### config.mk
export PLATFORM = sky130hd
export DESIGN_NAME = kfl_ram
export DESIGN_NICKNAME = d
export VERILOG_FILES = /design/src/hdl/kfl_ram.sv
export SDC_FILE = /design/constraint.sdc
export NUM_CORES = 2
export LEC_CHECK = 0
export ABC_AREA = 0
export BUFFER_PORTS_ARGS = -buffer_cell sky130_fd_sc_hd__buf_2
export CAP_MARGIN = 20
export CORE_MARGIN = 5
export CORE_UTILIZATION = 65
export CTS_BUF_LIST = sky130_fd_sc_hd__clkbuf_4
export DETAILED_ROUTE_END_ITERATION = 10
export PLACE_DENSITY = 0.88
export RECOVER_POWER = 25
export SYNTH_ARGS = -nofsm -noshare
export SYNTH_HDL_FRONTEND = slang
export SYNTH_SLANG_ARGS = --single-unit
### constraint.sdc
create_clock -name clk -period 4.39 [get_ports clk]
set_clock_uncertainty 0.1 [all_clocks]
set_input_delay 0.439 -clock clk [delete_from_list [all_inputs] [get_ports clk]]
set_output_delay 0.439 -clock clk [all_outputs]
set_load 0.01 [all_outputs]
### src/hdl/kfl_ram.sv
// Generic single-port-write, single-read synchronous RAM with registered read.
// No dependencies.
`timescale 1ns / 1ps
module kfl_ram #(
  parameter int WIDTH = 32,
  parameter int DEPTH = 64
) (
  input  logic                     clk,
  input  logic                     we,
  input  logic [$clog2(DEPTH)-1:0] waddr,
  input  logic [WIDTH-1:0]         wdata,
  input  logic [$clog2(DEPTH)-1:0] raddr,
  output logic [WIDTH-1:0]         rdata
);
  logic [WIDTH-1:0] mem [DEPTH];

  always_ff @(posedge clk) begin
    if (we) begin
      mem[waddr] <= wdata;
    end
    rdata <= mem[raddr];
  end
endmodule

# After elaboration in Yosys (flattened, before gate mapping)
# Memories as Yosys holds them, arrays and structs flattened. A register that Yosys moved wholly into a read port is not among the register bits.
# Cells that the tools add are included.
# W data, S select, Z words.
# word_totals
ff_bits	0
ramBits	2048
out_inout_bits	32
wordCells	3
mem_count	1
# memory_table
memory	depth	word_bits	rd	rd_ports_with_merged_regs	wr	line	rtl
mem	64	32	1	1	1	15	logic [WIDTH-1:0] mem [DEPTH];
# op_classes
n_mux	2
# ops
op	n
$mux W1	2

# Logic depth before layout (Yosys ltp)
# depth
word_depth	2
mapped_depth	10
ltp_nobuf	5

# Least setup slack after synthesis
# OpenSTA, ideal clock, no wires.
# synth_timing
path_kind	input to register
start	input port waddr[3]
end	memory mem[48][0], enable pin
setup_time_ps	461
arrival_ps	3138
setup_slack_ps	691
path_stages	4
path_buffers	1
path_cell_list	clkbuf_1 > nor2b_1 > nand4b_1 > nor3_1
# synth_lines
item	line	rtl
start, declared	10	input logic [$clog2(DEPTH)-1:0] waddr,
end, declared	15	
# No word-level cell before the write port.

# Worst setup path in the final report
# layout_timing
start	input port wdata[10]
end	memory mem[56][10], data pin
# layout_lines
item	line	rtl
start, declared	11	input logic [WIDTH-1:0] wdata,
# No word-level cell before the write port.

==> summary by stage <==
Critical path
STA classifies the critical path endpoint as a flop. The endpoint of the worst register-to-register path is rdata[18]. The setup path with the least slack is of type in -> reg. The depth of the worst register-to-register path is 4. The required time of the critical path is 4.83 ns.

At the worst endpoint, the arrival time is roughly 3.8 ns. The timing startpoint of the critical path is wdata[10]. The highest fanout seen on the critical path is 64. The startpoint of the lowest-slack register-to-register path is mem[0][18]. The critical path ends at mem[56][10].

Setup slack on the worst reg-to-reg path comes out at between 1 and 1.5 ns. The startpoint kind of the worst setup timing path is a primary input.

Detailed routing
The post-route antenna net violation count is 0. The detailed router finished its first iteration with 7,936 violations. The detail-routed net length per standard cell is approximately 38 um. The total length of routed wires is about 230 mm. In the detailed route, the total length drawn on met2 is 109 mm.

The highest layer touched by signal routing is met5. The routed length on met1 is about 66 mm. After detailed routing, the number of vias per cell comes to between 7 and 8.

The final routed DRC violation total is 0. Before antenna repair, the detailed router went through 9 iterations. Detailed routing placed a total of 34.1 mm of wire on met3. The final route contains around 43,000 vias.

Power and ir drop
The static power due to leakage is around 0.029 uW. The power density over cell area is between 400 and 500 nW/um2. Of the total power, the share spent switching nets is 0.232. The proportion of power drawn by combinational gates is 0.057. The net switching power is 9310 uW. The worst vdd rail ir drop is between 0.3 and 0.4 mV. The design internal power is between 30,000 and 40,000 uW.

The proportion of power drawn by the clock network is 0.393. The share of total power dissipated in sequential elements is 0.551.

Floorplanning
The I/O pin count is just under 80. The placement row count is 127. The die is roughly 360 um wide.

For this configuration, the core starts out at a cell density of 0.654. The die area is 128,000 um2. The placeable core area is roughly 120,000 um2. Measured along the y axis, the die boundary spans 358 um.

Final layout
In the final layout, the multi-input gates occupy between 15,000 and 20,000 um2. At the end of the flow, the number of nets in the layout was ~4,000. After filler insertion, the fill cell instance count of the layout stands at about 5,800. The register area is around 62,000 um2. The share of final-layout standard cells stronger than drive strength 1 is 0.374. The signed area change from the synthesized netlist to the final layout is 13.7%.

Timing
At the pin with the least slew margin, the transition time is 3.77 ns. Setup repair after global routing left no endpoint under its margin. The final setup TNS is 0 ns. Setup violations remaining at the end of the flow were counted as 0. The number of failing hold endpoints at the final stage is 0. In the finished design, the share of the clock period the worst path needs comes to 0.766. Timing would allow up to ~300 MHz. The final critical-path required period is about 3.4 ns.

Across all hold checks on the routed design, the worst slack comes to around 0.093 ns. The relative slew slack is -1.51. The number of max-slew violations in the final report is 1,239.

Job
The number of max-cap violations is 23.

Placed design
The wire-length estimate of the detail-placed layout is roughly 120 mm. The weighted congestion at the end of routability-driven global placement is 0.838. The number of port buffers is 77.

CTS
The maximum count of clock buffers along a single path is 4. The count of H-tree levels built during CTS is 5. The clock-pin slew of the registers on the worst-case setup and hold paths is ~0.070 ns.

The number of setup buffers added after CTS is 0. The number of buffers created by CTS is 480. The root buffer cell is clkbuf_4. The clock net sink count is 2,080. Gates resized during post-CTS repair numbered 0. TritonCTS built the clock tree.

The latest clock arrival within the worst-skew pair is 1.38 ns. Buffers inserted to repair hold after CTS numbered between 40 and 50.

Yosys
In the post-synthesis netlist, the cell with the most instances is edfxtp_1. The warning count from the yosys run is 0. The post-synth net total is between 3,000 and 4,000. Synthesis inferred between 2,000 and 2,500 register bits. Among all flip-flop cells after synthesis, the most frequent one is edfxtp_1.

Of the total synthesized cell area, the portion taken by full adders, half adders and majority gates is 0. The mean post-synth cell area is approximately 24 um2. The number of different library cells in the post-synthesis netlist is 34. The cell count after synthesis came out at between 3,000 and 4,000. The share of synthesized cell area in and, or, nand and nor gates is 0.0127. The dominant combinational cell family by area after synthesis is multiplexers. The number of flops mapped to enable cells by yosys is approximately 2,000.

Of the total synthesized cell area, the portion taken by XOR and XNOR cells is 0. For this run, asynchronously set or reset flops after synthesis account for 0. Summed over all instances, the cell type with the most area after synthesis is edfxtp_1. The fraction of the mapped netlist area in compound gates is 0.0167. The multiplexer fraction of the synthesized cell area is 0.168. Of the synthesized area, sequential elements account for 0.791.

Yosys attributes the largest share of cell area to edfxtp_1 78%, mux4_2 16%, mux2i_1 1.2%. Of the post-synthesis cell area, the dominant cell type holds 0.783. The mapped netlist covers between 70,000 and 80,000 um2. By count the netlist is led by 2,048 x edfxtp_1, 544 x mux4_2, 137 x nor2_1.

Global route
The number of global-route vias before repair was 43,900. The first global-routing pass estimated about 320 mm of wire. The largest net degree at the start of global routing is slightly above 80.

For this run, the total global-route usage over all layers was measured as 0.358. The sum of overflow across all layers after global routing is 0. The number of antenna violations at the first check in global routing is 18.

Outcome
The checks that failed: capacitance limit, slew limit. The flow ran to the end, but the final reports show violations.

Worst hold path
The min-delay analysis places its worst path in the category in -> reg.
-- logic make-up after synthesis --
kind of cell | after synthesis
muxes | 637
DFF | 2080
AOI/OAI and AO/OA | 202
buffers and inverters | 182
and+or+nand+nor | 223
-- area by class of cell --
class | count | area share
repair buffers | 346 | 0.0324
well taps | 1612 | 0.0226
clock buffers | 738 | 0.0621
flip-flops and latches | 2080 | 0.696
clock inverters | 117 | 0.00722
diodes | 15 | 0.000421
multi-input cells | 1062 | 0.179
-- worst min path at each step --
| stage | slack, ns | endpoint | depth (start not counted) | from |
|---|---|---|---|---|
| finish | 0.09 | rdata[25] | 5 | raddr[1] |
| global route | 0.06 | rdata[25] | 5 | raddr[1] |
| CTS | 0.02 | mem[62][8] | 2 | wdata[8] |
| detailed placement | 0.74 | rdata[29] | 1 | rdata[29] |
| global placement | 0.74 | rdata[8] | 5 | mem[12][8] |
| floorplan | 0.44 | mem[0][0] | 0 | wdata[0] |
-- worst max-delay path, cell delays in order --
cell and delay [ns]:
dlygate4sd3_1 0.53, buf_2 0.10, clkbuf_1 2.62
-- routing by layer --
| layer | GRT usage | up-vias |
|---|---|---|
| li1 | - | 15900 |
| met1 | 0.443 | 21300 |
| met2 | 0.564 | 4625 |
| met3 | 0.109 | 1057 |
| met4 | 0.224 | 8 |
| met5 | 0 | - |
-- flip-flops by register name, summed over array words and instances (netlist names) --
| name | count |
|---|---|
| mem | 2048 |
| rdata | 32 |
-- per-stage QoR --
step	worst slack, ns	power (uW)	utilization	instances	cell area (um2)
after floorplan	0.691	23500	-	3324	78500
after global placement	0.816	24500	0.686	5027	82300
after detailed placement	0.695	24600	0.686	5027	82300
after CTS	1.44	40000	0.742	5931	89000
after global routing	1.10	41400	0.744	5959	89200
final	1.03	40100	0.744	5970	89200
-- power by group through the flow --
stage	combinational (uW)	sequential, uW	clock, uW
5_1_grt	2320	22100	17000
3_3_place_gp	2000	22500	0
3_5_place_dp	2100	22500	0
4_1_cts	2180	22100	15700
6_report	2280	22100	15800
2_1_floorplan	1070	22500	0
-- layout by cell type, fill, tap and decap left out, drive strengths merged --
| master | n |
|---|---|
| clkinvlp | 2 |
| and3 | 4 |
| o221ai | 27 |
| mux4 | 544 |
| nand3b | 5 |
| nand2b | 8 |
| nor2b | 15 |
| clkinv | 106 |
| o32ai | 4 |
| or3 | 3 |
| nand4 | 2 |
| and2 | 2 |
| nand4b | 1 |
| dfxtp | 32 |
| nor3 | 7 |
| clkbuf | 772 |
| a41o | 4 |
| o22ai | 84 |
| nor2 | 137 |
| or2 | 3 |
| nand3 | 5 |
| mux2i | 93 |
| diode | 15 |
| buf | 254 |
| a22oi | 12 |
| a31oi | 1 |
| dlygate4sd3 | 58 |
| a21oi | 62 |
| nand2 | 26 |
| a311oi | 8 |
| inv | 2 |
| or3b | 5 |
| bufinv | 7 |
| edfxtp | 2048 |
Power figures use the tool's default switching activity.
