### config.mk
export PLATFORM = sky130hd
export DESIGN_NAME = kfl_div
export DESIGN_NICKNAME = d
export VERILOG_FILES = /design/src/hdl/kfl_pkg.sv /design/src/hdl/kfl_div.sv
export SDC_FILE = /design/constraint.sdc
export NUM_CORES = 1
export LEC_CHECK = 0
export ABC_AREA = 1
export BUFFER_PORTS_ARGS = -buffer_cell sky130_fd_sc_hd__buf_2
export CAP_MARGIN = 20
export CORE_UTILIZATION = 60
export CTS_CLUSTER_SIZE = 20
export DETAILED_ROUTE_END_ITERATION = 10
export PLACE_DENSITY = 0.82
export SLEW_MARGIN = 20
export SYNTH_ARGS = -nofsm -noshare
export SYNTH_HDL_FRONTEND = slang
export SYNTH_SLANG_ARGS = --single-unit
### constraint.sdc
create_clock -name clk -period 16.8 [get_ports clk]
set_input_delay 5.04 -clock clk [delete_from_list [all_inputs] [get_ports clk]]
set_output_delay 5.04 -clock clk [all_outputs]
set_load 0.005 [all_outputs]
### src/hdl/kfl_pkg.sv
// Package for the keyframe interpolator: status codes, constants, FSM states, divider request.
// No dependencies.
`timescale 1ns / 1ps
package kfl_pkg;
  localparam int KEYS_DEFAULT = 64;
  localparam logic [31:0] ONE_Q16 = 32'h0001_0000;

  typedef enum logic [1:0] {
    STATUS_QUERY = 2'd0,
    STATUS_STORED = 2'd1,
    STATUS_FULL = 2'd2
  } status_t;

  typedef enum logic [3:0] {
    ST_IDLE,
    ST_SCAN_REQ,
    ST_SCAN_CHK,
    ST_SHIFT_RD,
    ST_SHIFT_WR,
    ST_WRITE,
    ST_NEXT_RD,
    ST_DIV,
    ST_MUL,
    ST_SUM,
    ST_OUT
  } state_t;

  typedef struct packed {
    logic start;
    logic [47:0] dividend;
    logic [31:0] divisor;
  } div_req_t;
endpackage

### src/hdl/kfl_div.sv
// Restoring radix-2 divider, 48-bit dividend by 32-bit divisor, one bit a cycle.
// Depends on kfl_pkg.
`timescale 1ns / 1ps
module kfl_div
  import kfl_pkg::*;
(
  input  logic        clk,
  input  logic        rst,
  input  div_req_t    req,
  output logic        done,
  output logic [15:0] quot
);
  logic [47:0] num;
  logic [32:0] rem;
  logic [31:0] den;
  logic [5:0]  cnt;
  logic        busy;
  logic [32:0] trial;

  assign trial = {rem[31:0], num[47]} - {1'b0, den};

  always_ff @(posedge clk) begin
    if (rst) begin
      busy <= 1'b0;
      done <= 1'b0;
    end else begin
      done <= 1'b0;
      if (req.start) begin
        busy <= 1'b1;
        cnt  <= 6'd48;
        num  <= req.dividend;
        den  <= req.divisor;
        rem  <= '0;
      end else if (busy) begin
        num <= {num[46:0], ~trial[32]};
        rem <= trial[32] ? {rem[31:0], num[47]} : trial;
        cnt <= cnt - 6'd1;
        if (cnt == 6'd1) begin
          busy <= 1'b0;
          done <= 1'b1;
        end
      end
    end
  end

  // Quotient is below 2^16 because t - t0 < t1 - t0.
  assign quot = num[15:0];
endmodule

Yosys cells after proc, flatten, opt, wreduce, memory -nomap -nowiden --
Index checks and enable logic that the tools add are counted.
Operators by class: $add $sub $neg 2, eq/ne operators 1, multiplexer cells 9, bitwise logic cells 3, reductions and logical operators 4
Operators by type and width (number):
- $mux 48 | 2
- $mux 32 | 2
- $sub 33x32->33 | 1
- $eq 6x1->1 const B | 1
- $mux 6 | 1
- $sub 6x1->6 const B | 1
- $mux 1 | 4
- $reduce_and 2->1 | 2
- $not 1->1 | 3
- $reduce_or 3->1 | 1
- $reduce_bool 2->1 | 1
Storage, ports and cells: register bits after elaboration 120, input bits 83, logic and storage cells 25

Longest topological paths before layout --
Gate-level depths: netlist (run 1).
depth in word-level cells 4, mapped depth 18, gate-level depth less buffers 17

Worst setup path after synthesis (run 1) --
Ideal clock, no wire load.
kind in2reg, start input port req[80] (netlist name), end register cnt[0], enable pin, library setup time 561 ps, arrival 9709 ps, required time 16239 ps, path slack 6530 ps, stages on the path 4, path buffers 2, path through clkbuf_1 inv_1 clkbuf_1 a21oi_1
Between the ends: longest elaborated chain between the ends 2
RTL lines:
- from (decl) | line kfl_div.sv:9 | input div_req_t req,
- $reduce_bool 2->1 (no line)
- $reduce_and 2->1 (no line)
- to (signal assigned) | line kfl_div.sv:37 | cnt <= cnt - 6'd1;
- to (decl) | line kfl_div.sv:16 | logic [5:0] cnt;
No other way between the ends. A chain may end at the register's enable or synchronous reset.

==> flow_metrics.py, run 1 <==
metrics = {
    "run_status": {
        "status": "complete, no violations",
    },
    "global_routing": {
        "groute.usage.overall": 0.265,
        "grt_start_max_net_pins": 88,
        "global_route_wire_length_before_repair_um": 27100,
        "antenna_found_initial": 0,
        "grt_remaining_overflow": 0,
        "via_count_of_the_first_global_routing_pass": 6018,
    },
    "setup_path": {
        "timing.rr.start": "num[47]",
        "setup.worst_path.class": "in -> reg",
        "worstPathMaxFanout": 81,
        "reg2regPathDepth": 17,
        "crit_path_end": "rem[31]",
        "setup.worst_path.start_class": "input port",
        "crit_start": "req[80]",
        "critical_path_required_ps": 17090,
        "worst_r2r_endpoint": "rem[27]",
        "worstSetupEndpointType": "flop",
        "critPathArrivalTime_ps": 6850,
        "setup.reg_to_reg.worst_slack_ps": 14030,
    },
    "cells_and_area": {
        "nFillCells": 1066,
        "fin_nets": 1241,
        "regArea_mm2": 0.00358,
        "antenna_cells": 0,
        "area_growth_pct": 13.8,
        "final_core_utilization": 0.700,
        "multi_input_area_mm2": 0.00333,
        "drive_above_1_share": 0.139,
    },
    "power": {
        "power_density_mw_per_mm2": 106,
        "p_seq_frac": 0.398,
        "switching_share": 0.318,
        "vdd_drop_max_mv": 0.0969,
        "p_int_uw": 637,
        "power_switching_uw": 296,
        "total_leakage_power_nw": 4.66,
        "comb_power_share": 0.246,
        "p_clk_frac": 0.356,
    },
    "sta": {
        "slew_viol_final": 0,
        "period_share": 0.390,
        "actual_slew_at_the_worst_max_slew_pin_ps": 987,
        "max-slew-margin-rel": 0.341,
        "clock.fmax_ghz": 0.153,
        "finalHoldViolCount": 0,
        "setup-violations-final": 0,
        "timing.clock.skew_ps": 7.45,
        "finalCriticalPeriod_ps": 6550,
        "final.setup.tns_ps": 0,
        "grt_setup_unrepaired": "no",
    },
    "routing": {
        "dr.pass1.iters": 5,
        "remaining_drc_errors": 0,
        "wl_per_cell_um": 12.5,
        "final_antenna_net_count": 0,
        "routed-via-count": 6379,
        "route.detailed.vias_per_inst": 4.88,
        "route.final.wire_length_um": 16400,
        "detail_route.iter0.violations": 450,
    },
    "synth": {
        "post_synth_main_area_contributors": "edfxtp_1, nand2_1, inv_1",
        "synth_cell_types": 34,
        "synth-adder-area-share": 0.0574,
        "syn-mean-instance-area_um2": 7.48,
        "asyncSetResetFlopFracSynth": 0,
        "synth_xor_area_frac": 0.0169,
        "yosys.cell_count.top_type": "nand2_1",
        "yosysSeqAreaShare": 0.462,
        "synth-compound-area-share": 0.0240,
        "ys_top_cells_by_count": "nand2_1, inv_1, edfxtp_1",
        "syn_area_mm2": 0.00776,
        "netlist.top_cell.by_area": "edfxtp_1",
        "synthesis.instances": 1038,
        "yosys_warnings": 0,
        "synth.net_count": 1156,
        "synth_top_area_frac": 0.457,
        "area_fraction_in_and_or_nand_and_nor_cells_after_synthesis": 0.328,
        "synth-edff-count": 118,
        "synth_top_family_by_area": "simple AND/OR/NAND/NOR gates",
        "synth_mux_area_frac": 0,
        "ys_ff_latch": 120,
        "synth_top_flop_cell": "edfxtp_1",
    },
    "cts": {
        "clk_pin_slew_worst_paths_ps": 60,
        "cts-buffers-inserted": 17,
        "max-clock-path-buffers": 2,
        "postCtsSetupRepairBufs": 0,
        "clock-root-buffer": "clkbuf_16",
        "cts_tree": "done",
        "cts.hold.buffers_added": 0,
        "clock_insertion_delay_worst_skew_ps": 420,
        "cts_sinks": 120,
        "cts.htree.levels": 4,
        "ctsResizeCount": 0,
    },
    "worst_hold_path": {
        "startpoint_of_the_tightest_hold_check_path": "busy",
        "hp-class": "reg -> reg",
    },
    "place": {
        "port_buffers": 99,
        "post-dp-hpwl_um": 11700,
        "gp_congestion": 0.945,
    },
    "die": {
        "initial_utilization": 0.615,
        "fp.coreArea_mm2": 0.0126,
        "design.die.area_mm2": 0.0134,
        "die-height_um": 116,
        "die_x_um": 116,
        "core.rowCount": 41,
        "io-pin-count": 100,
    },
    "job": {
        "maxCapViolations": 0,
    },
}
-- worst min-delay path by stage --
stage / endpoint / slack, ps / depth (start not counted)
2_1_floorplan: done / 420 / 2
3_3_place_gp: num[24] / 490 / 2
3_5_place_dp: num[23] / 500 / 2
4_1_cts: num[23] / 510 / 2
5_1_grt: num[44] / 550 / 2
6_report: done / 520 / 2
-- registers in the layout (all words and copies together), names as in the netlist --
name  cells
cnt       6
den      32
busy      1
num      48
done      1
rem      32
-- kinds of logic after synthesis --
kind of cell,after synthesis
fa+ha+maj,35
flops,120
buf+inv,204
compound gates,34
simple gates,630
xor+xnor,15
-- area by class of cell --
cell class              count  area share
flip-flops and latches    120       0.406
multi-input cells         714       0.377
inverters                 168      0.0714
repair buffers            102      0.0591
clock buffers              19      0.0513
well taps                 172      0.0244
clock inverters            13      0.0110
-- power by group through the flow --
stage               Sequential, mW  Combinational, mW  Clock (mW)
floorplan                    0.376              0.179           0
global placement             0.377              0.221           0
detailed placement           0.377              0.226           0
CTS                          0.372              0.229       0.337
global route                 0.374              0.263       0.350
finish                       0.372              0.229       0.333
-- cell usage in the layout, fill, tap and decap left out, types with 5 or more instances in the layout --
| cell | synthesis | routed |
|---|---|---|
| inv_1 | 167 | 166 |
| nand4_1 | 7 | 7 |
| nand2_1 | 450 | 450 |
| nor2_1 | 109 | 108 |
| nand3_1 | 28 | 28 |
| clkbuf_16 | 0 | 17 |
| nand3b_1 | 9 | 9 |
| edfxtp_1 | 118 | 118 |
| ha_1 | 34 | 34 |
| clkinv_4 | 0 | 5 |
| nand2_2 | 9 | 9 |
| a21oi_1 | 24 | 23 |
| xor2_1 | 14 | 14 |
| buf_2 | 1 | 99 |
-- stage by stage --
| stage | total power, mW | area (um2) | hold slack [ps] | setup WS [ps] | cells |
|---|---|---|---|---|---|
| 2_1_floorplan | 0.556 | 7760 | 421 | 6530 | 1038 |
| 3_3_place_gp | 0.598 | 8280 | 491 | 9700 | 1276 |
| 3_5_place_dp | 0.603 | 8280 | 499 | 9670 | 1276 |
| 4_1_cts | 0.938 | 8830 | 513 | 10110 | 1308 |
| 5_1_grt | 0.987 | 8830 | 547 | 10080 | 1308 |
| 6_report | 0.933 | 8830 | 518 | 10250 | 1308 |
-- layer usage --
layer	track usage	part of all wire	vias to the layer above
li1	-	-	3356
met1	0.334	0.44	2797
met2	0.439	0.47	195
met3	0.0617	0.060	31
met4	0.116	0.028	0
met5	0	0	-
-- critical path, stage by stage --
cell and delay (ps):
buf_2 90, buf_4 290, inv_2 170, buf_4 650, nand3_1 290, nand2_1 160, nand2_1 60, inv_1 60
(Power assumes the default switching activity.)
==> inputs of run 2 (changes only) <==
--- a/config.mk
+++ b/config.mk
@@ -8,10 +8,10 @@
 export ABC_AREA = 1
 export BUFFER_PORTS_ARGS = -buffer_cell sky130_fd_sc_hd__buf_2
 export CAP_MARGIN = 20
-export CORE_UTILIZATION = 60
+export CORE_UTILIZATION = 59
 export CTS_CLUSTER_SIZE = 20
 export DETAILED_ROUTE_END_ITERATION = 10
-export PLACE_DENSITY = 0.82
+export PLACE_DENSITY = 0.81
 export SLEW_MARGIN = 20
 export SYNTH_ARGS = -nofsm -noshare
 export SYNTH_HDL_FRONTEND = slang
==> constraint.sdc (replaced) <==
create_clock -name clk -period 6.8 [get_ports clk]
set_input_delay 2.04 -clock clk [delete_from_list [all_inputs] [get_ports clk]]
set_output_delay 2.04 -clock clk [all_outputs]
set_load 0.005 [all_outputs]
==> run 2 against run 1 <==
Effect of this change: critical path depth fell by 3; critical path type unchanged; hold slack got worse by 1.7 ps; via count rose by 0.69%; routed wire length rose by 1.4%; die area rose by 1.7%; cell count barely moved; core utilization barely moved; sequential power rose by 150%.
==> flow_metrics.py, run 2 (same netlist as run 1, synthesis figures left out) <==
metrics = {
    "cts": {
        "cts_tree": "done",
        "clock-root-buffer": "clkbuf_16",
        "cts_sinks": 120,
        "max-clock-path-buffers": 2,
        "clock_insertion_delay_worst_skew_ps": 420,
        "ctsResizeCount": 0,
        "cts.hold.buffers_added": 0,
        "postCtsSetupRepairBufs": 0,
        "clk_pin_slew_worst_paths_ps": 50,
        "cts.htree.levels": 4,
        "cts-buffers-inserted": 17,
    },
    "power": {
        "vdd_drop_max_mv": 0.178,
        "total_leakage_power_nw": 4.70,
        "power_density_mw_per_mm2": 271,
    },
    "setup_path": {
        "worstPathMaxFanout": 55,
        "critPathArrivalTime_ps": 4110,
        "setup.worst_path.start_class": "input port",
        "setup.worst_path.class": "in -> reg",
        "worstSetupEndpointType": "flop",
        "worst_r2r_endpoint": "rem[1]",
        "timing.rr.start": "num[47]",
        "reg2regPathDepth": 17,
        "critical_path_required_ps": 6850,
        "setup.reg_to_reg.worst_slack_ps": 4090,
    },
    "cells_and_area": {
        "drive_above_1_share": 0.139,
        "antenna_cells": 0,
        "largest-register": "num",
        "largest_reg_flops": 48,
        "layout_common_cells": "nand2_1, inv_1, edfxtp_1",
        "design_area_mm2": 0.00890,
        "area_growth_pct": 14.7,
        "top_regs": "num (48), den (32), rem (32)",
        "most_common_cell_after_layout_fill_and_taps_aside": "nand2_1",
        "fin_nets": 1242,
    },
    "sta": {
        "finalHoldViolCount": 0,
        "slew_viol_final": 0,
        "setup-violations-final": 0,
        "clock.fmax_ghz": 0.247,
        "max-slew-margin-rel": 0.333,
        "actual_slew_at_the_worst_max_slew_pin_ps": 998,
        "final.setup.tns_ps": 0,
        "period_share": 0.597,
        "finalCriticalPeriod_ps": 4060,
        "grt_setup_unrepaired": "no",
        "timing.clock.skew_ps": 8.92,
    },
    "job": {
        "maxCapViolations": 0,
    },
    "place": {
        "port_buffers": 99,
        "post-dp-hpwl_um": 12200,
        "dpl-instance-area_mm2": 0.00829,
        "gp_congestion": 0.920,
    },
    "die": {
        "core.rowCount": 41,
        "io-pin-count": 100,
        "design.die.area_mm2": 0.0136,
        "initial_utilization": 0.610,
        "die-height_um": 117,
        "fp.coreArea_mm2": 0.0127,
        "die_x_um": 117,
    },
    "routing": {
        "final_antenna_net_count": 0,
        "remaining_drc_errors": 0,
        "route.detailed.vias_per_inst": 4.91,
        "route.final.wire_length_um": 16600,
        "routed-via-count": 6423,
        "detail_route.iter0.violations": 376,
        "dr.pass1.iters": 5,
        "wl_per_cell_um": 12.7,
    },
    "worst_hold_path": {
        "hp-class": "reg -> reg",
        "startpoint_of_the_tightest_hold_check_path": "num[23]",
        "hold_depth": 2,
        "worstHoldEndpoint": "num[24]",
    },
    "run_status": {
        "status": "complete, no violations",
    },
    "global_routing": {
        "groute.usage.overall": 0.263,
        "global_route_wire_length_before_repair_um": 27100,
        "grt_start_max_net_pins": 56,
        "antenna_found_initial": 0,
        "grt_remaining_overflow": 0,
        "via_count_of_the_first_global_routing_pass": 5997,
    },
}
run 2: worst max-delay path, cell delays in order:
cell	delay (ps)
buf_2	70
buf_4	440
inv_2	410
a21oi_4	470
buf_4	620
run 2: power by group:
part           internal [mW]  switching, mW
registers              0.893         0.0256
logic                  0.196          0.370
clock network          0.607          0.325
total                   1.70          0.720
run 2: final cells by class:
class	instances	area (um2)
clock inverters	10	143
clock buffers	22	474
fillers	1090	3820
multi-input cells	714	3330
repair buffers	103	526
flip-flops and latches	120	3580
inverters	168	631
well taps	172	215
run 2: worst max path at each step:
stage,from,cells after the start,slack (ps),end
global placement,req[80],5,2360,rem[22]
CTS,req[80],5,2740,rem[16]
detailed placement,req[80],5,2300,rem[21]
global route,req[80],5,2520,rem[18]
floorplan,req[80],4,1240,cnt[0]
finish,req[80],5,2740,rem[21]
run 2: metal layers:
layer / wire length (um) / vias up / part of all wire / GRT usage
met5: 0 / - / 0 / 0
met4: 268 / 0 / 0.016 / 0.0945
met3: 938 / 21 / 0.056 / 0.0529
met2: 8000 / 186 / 0.48 / 0.457
met1: 7430 / 2855 / 0.45 / 0.327
li1: - / 3361 / - / -
run 2: per-stage QoR:
stage | hold WS, ps | power (mW) | std cells | worst slack [ps] | utilization
finish | 517 | 2.42 | 1309 | 2740 | 0.700
detailed placement | 500 | 1.49 | 1277 | 2300 | 0.651
global route | 533 | 2.54 | 1309 | 2520 | 0.700
CTS | 519 | 2.42 | 1309 | 2740 | 0.700
floorplan | 442 | 1.37 | 1038 | 1240 | -
global placement | 490 | 1.48 | 1277 | 2360 | 0.651
==> inputs of run 3 (changes only) <==
--- a/config.mk
+++ b/config.mk
@@ -5,13 +5,13 @@
 export SDC_FILE = /design/constraint.sdc
 export NUM_CORES = 1
 export LEC_CHECK = 0
-export ABC_AREA = 1
+export ABC_AREA = 0
 export BUFFER_PORTS_ARGS = -buffer_cell sky130_fd_sc_hd__buf_2
 export CAP_MARGIN = 20
-export CORE_UTILIZATION = 59
+export CORE_UTILIZATION = 52
 export CTS_CLUSTER_SIZE = 20
 export DETAILED_ROUTE_END_ITERATION = 10
-export PLACE_DENSITY = 0.81
+export PLACE_DENSITY = 0.77
 export SLEW_MARGIN = 20
 export SYNTH_ARGS = -nofsm -noshare
 export SYNTH_HDL_FRONTEND = slang
==> constraint.sdc (replaced) <==
create_clock -name clk -period 3.6 [get_ports clk]
set_input_delay 1.08 -clock clk [delete_from_list [all_inputs] [get_ports clk]]
set_output_delay 1.08 -clock clk [all_outputs]
set_load 0.005 [all_outputs]
==> run 3 against run 2 <==
Effect of this change: die area shrank 2.8%; routed wire length shrank 20%; critical path type is now reg -> reg; design area shrank 12%.
==> flow_metrics.py, run 3 <==
metrics = {
    "place": {
        "post-dp-hpwl_um": 9350,
        "gp_congestion": 0.859,
        "dpl-instance-area_mm2": 0.00727,
        "dp.cells": 818,
        "port_buffers": 99,
    },
    "routing": {
        "wl_per_cell_um": 15.6,
        "dr.pass1.iters": 4,
        "route.final.wire_length_um": 13300,
        "detail_route.iter0.violations": 232,
        "final_antenna_net_count": 0,
        "route.detailed.vias_per_inst": 5.49,
        "remaining_drc_errors": 0,
        "routed-via-count": 4677,
    },
    "power": {
        "p_seq_frac": 0.407,
        "vdd_drop_max_mv": 0.397,
        "p_clk_frac": 0.396,
        "total_leakage_power_nw": 3.21,
        "power_switching_mw": 1.11,
        "comb_power_share": 0.196,
        "switching_share": 0.262,
        "power_density_mw_per_mm2": 538,
        "p_int_mw": 3.13,
    },
    "synth": {
        "syn_area_mm2": 0.00665,
        "yosys_warnings": 0,
        "synth-compound-area-share": 0.132,
        "area_fraction_in_and_or_nand_and_nor_cells_after_synthesis": 0.0936,
        "synth-adder-area-share": 0.0670,
        "synth.net_count": 687,
        "synth_top_flop_cell": "edfxtp_1",
        "post_synth_main_area_contributors": "edfxtp_1, mux2_2, ha_1",
        "synth_top_family_by_area": "compound AO/OA/AOI/OAI gates",
        "synth_cell_types": 62,
        "asyncSetResetFlopFracSynth": 0,
        "synth_xor_area_frac": 0.0303,
        "netlist.top_cell.by_area": "edfxtp_1",
        "yosys.cell_count.top_type": "edfxtp_1",
        "ys_ff_latch": 120,
        "synth_mux_area_frac": 0.0828,
        "synth-edff-count": 118,
        "synth_top_area_frac": 0.533,
        "ys_top_cells_by_count": "edfxtp_1, a21oi_1, nand2_1",
        "syn-mean-instance-area_um2": 11.7,
        "yosysSeqAreaShare": 0.539,
        "synthesis.instances": 569,
    },
    "setup_path": {
        "worstSetupEndpointType": "flop",
        "setup.worst_path.class": "reg -> reg",
        "critical_path_required_ps": 3760,
        "worstPathMaxFanout": 7,
        "critPathArrivalTime_ps": 3550,
        "setup.worst_path.start_class": "flop",
    },
    "sta": {
        "clock.fmax_ghz": 0.295,
        "grt_setup_unrepaired": "no",
        "period_share": 0.941,
        "max-slew-margin-rel": 0.655,
        "timing.clock.skew_ps": 9.00,
        "slew_viol_final": 0,
        "final.setup.tns_ps": 0,
        "setup-violations-final": 0,
        "finalCriticalPeriod_ps": 3390,
        "actual_slew_at_the_worst_max_slew_pin_ps": 514,
        "finalHoldViolCount": 0,
        "whs_ps": 497,
    },
    "cells_and_area": {
        "multi_input_area_mm2": 0.00271,
        "fin_nets": 789,
        "area_growth_pct": 18.5,
        "final_core_utilization": 0.645,
        "final_cells": 852,
        "regArea_mm2": 0.00358,
        "layout_common_cells": "edfxtp_1, buf_2, nand2_1, a21oi_1, mux2_2",
        "design_area_mm2": 0.00787,
        "top_regs": "num (48), den (32), rem (32)",
        "largest_reg_flops": 48,
        "antenna_cells": 0,
        "nFillCells": 981,
        "most_common_cell_after_layout_fill_and_taps_aside": "edfxtp_1",
        "largest-register": "num",
        "drive_above_1_share": 0.300,
    },
    "die": {
        "core.rowCount": 40,
        "io-pin-count": 100,
        "initial_utilization": 0.544,
        "design.die.area_mm2": 0.0132,
        "fp.coreArea_mm2": 0.0122,
        "die_x_um": 115,
        "die-height_um": 115,
    },
    "global_routing": {
        "global_route_wire_length_before_repair_um": 22200,
        "groute.usage.overall": 0.218,
        "via_count_of_the_first_global_routing_pass": 4799,
        "grt_start_max_net_pins": 65,
        "antenna_found_initial": 0,
        "grt_remaining_overflow": 0,
    },
    "job": {
        "maxCapViolations": 0,
    },
    "cts": {
        "cts_sinks": 120,
        "cts_tree": "done",
        "cts.hold.buffers_added": 0,
        "clock_insertion_delay_worst_skew_ps": 420,
        "max-clock-path-buffers": 2,
        "clock-root-buffer": "clkbuf_16",
        "cts.htree.levels": 4,
        "cts-buffers-inserted": 17,
        "clk_pin_slew_worst_paths_ps": 60,
    },
    "run_status": {
        "status": "complete, no violations",
    },
    "worst_hold_path": {
        "hp-class": "reg -> reg",
    },
}
==> run 3: area by class of cell <==
| type | instances | area share |
|---|---|---|
| clock buffer | 18 | 0.0545 |
| clock inverter | 14 | 0.0200 |
| inverter | 41 | 0.0195 |
| multi-input combinational | 376 | 0.344 |
| sequential | 120 | 0.455 |
| tap | 168 | 0.0267 |
| timing repair buffer | 115 | 0.0798 |
==> run 3: critical path, cell delays in order, from the launching register on <==
cell,delay [ps]
edfxtp_1,340
inv_1,50
ha_1,220
fa_2,370
nor2b_2,150
o31ai_1,130
a21oi_2,220
o211ai_2,120
a211o_1,350
a211o_1,310
a211o_2,420
and4_4,200
a311o_1,260
==> run 3: through the flow <==
step / total power, mW / setup slack (ps)
finish: 4.24 / 212
global route: 4.43 / 23.0
CTS: 4.27 / 75.8
detailed placement: 2.57 / 90.8
global placement: 2.54 / 176
floorplan: 2.37 / 333
==> run 3: logic make-up (layout without fill, tap and decap cells) <==
family / after synthesis / count (layout)
compound gates: 137 / 137
fa+ha+maj: 35 / 35
mux: 49 / 49
buf+inv: 73 / 188
xor+xnor: 23 / 23
simple gates: 132 / 132
flops: 120 / 120
==> run 3: routing by layer <==
metal  wire length, um  GRT usage
met1              5660      0.256
met2              6540      0.361
met3               917     0.0843
met4               174     0.0866
met5                 0          0
==> run 3: power groups by stage <==
stage	logic (mW)	registers, mW	clock network (mW)
floorplan	0.634	1.74	0
global placement	0.792	1.75	0
detailed placement	0.818	1.75	0
CTS	0.826	1.73	1.71
global route	0.930	1.74	1.77
finish	0.832	1.73	1.68
==> run 3: path summary, 6_finish.rpt <==
path / from / to / slack [ps] / depth (start not counted)
max: num[47] / rem[30] / 210 / 12
min reg2reg: busy / done / 500 / 1
min: busy / done / 500 / 1
max reg2reg: num[47] / rem[30] / 210 / 12
==> run 3: what timing repair did <==
item                       4_1_cts  5_1_grt
buffers inserted                 0        2
setup endpoints to repair        0       28
gates resized for setup          0        3
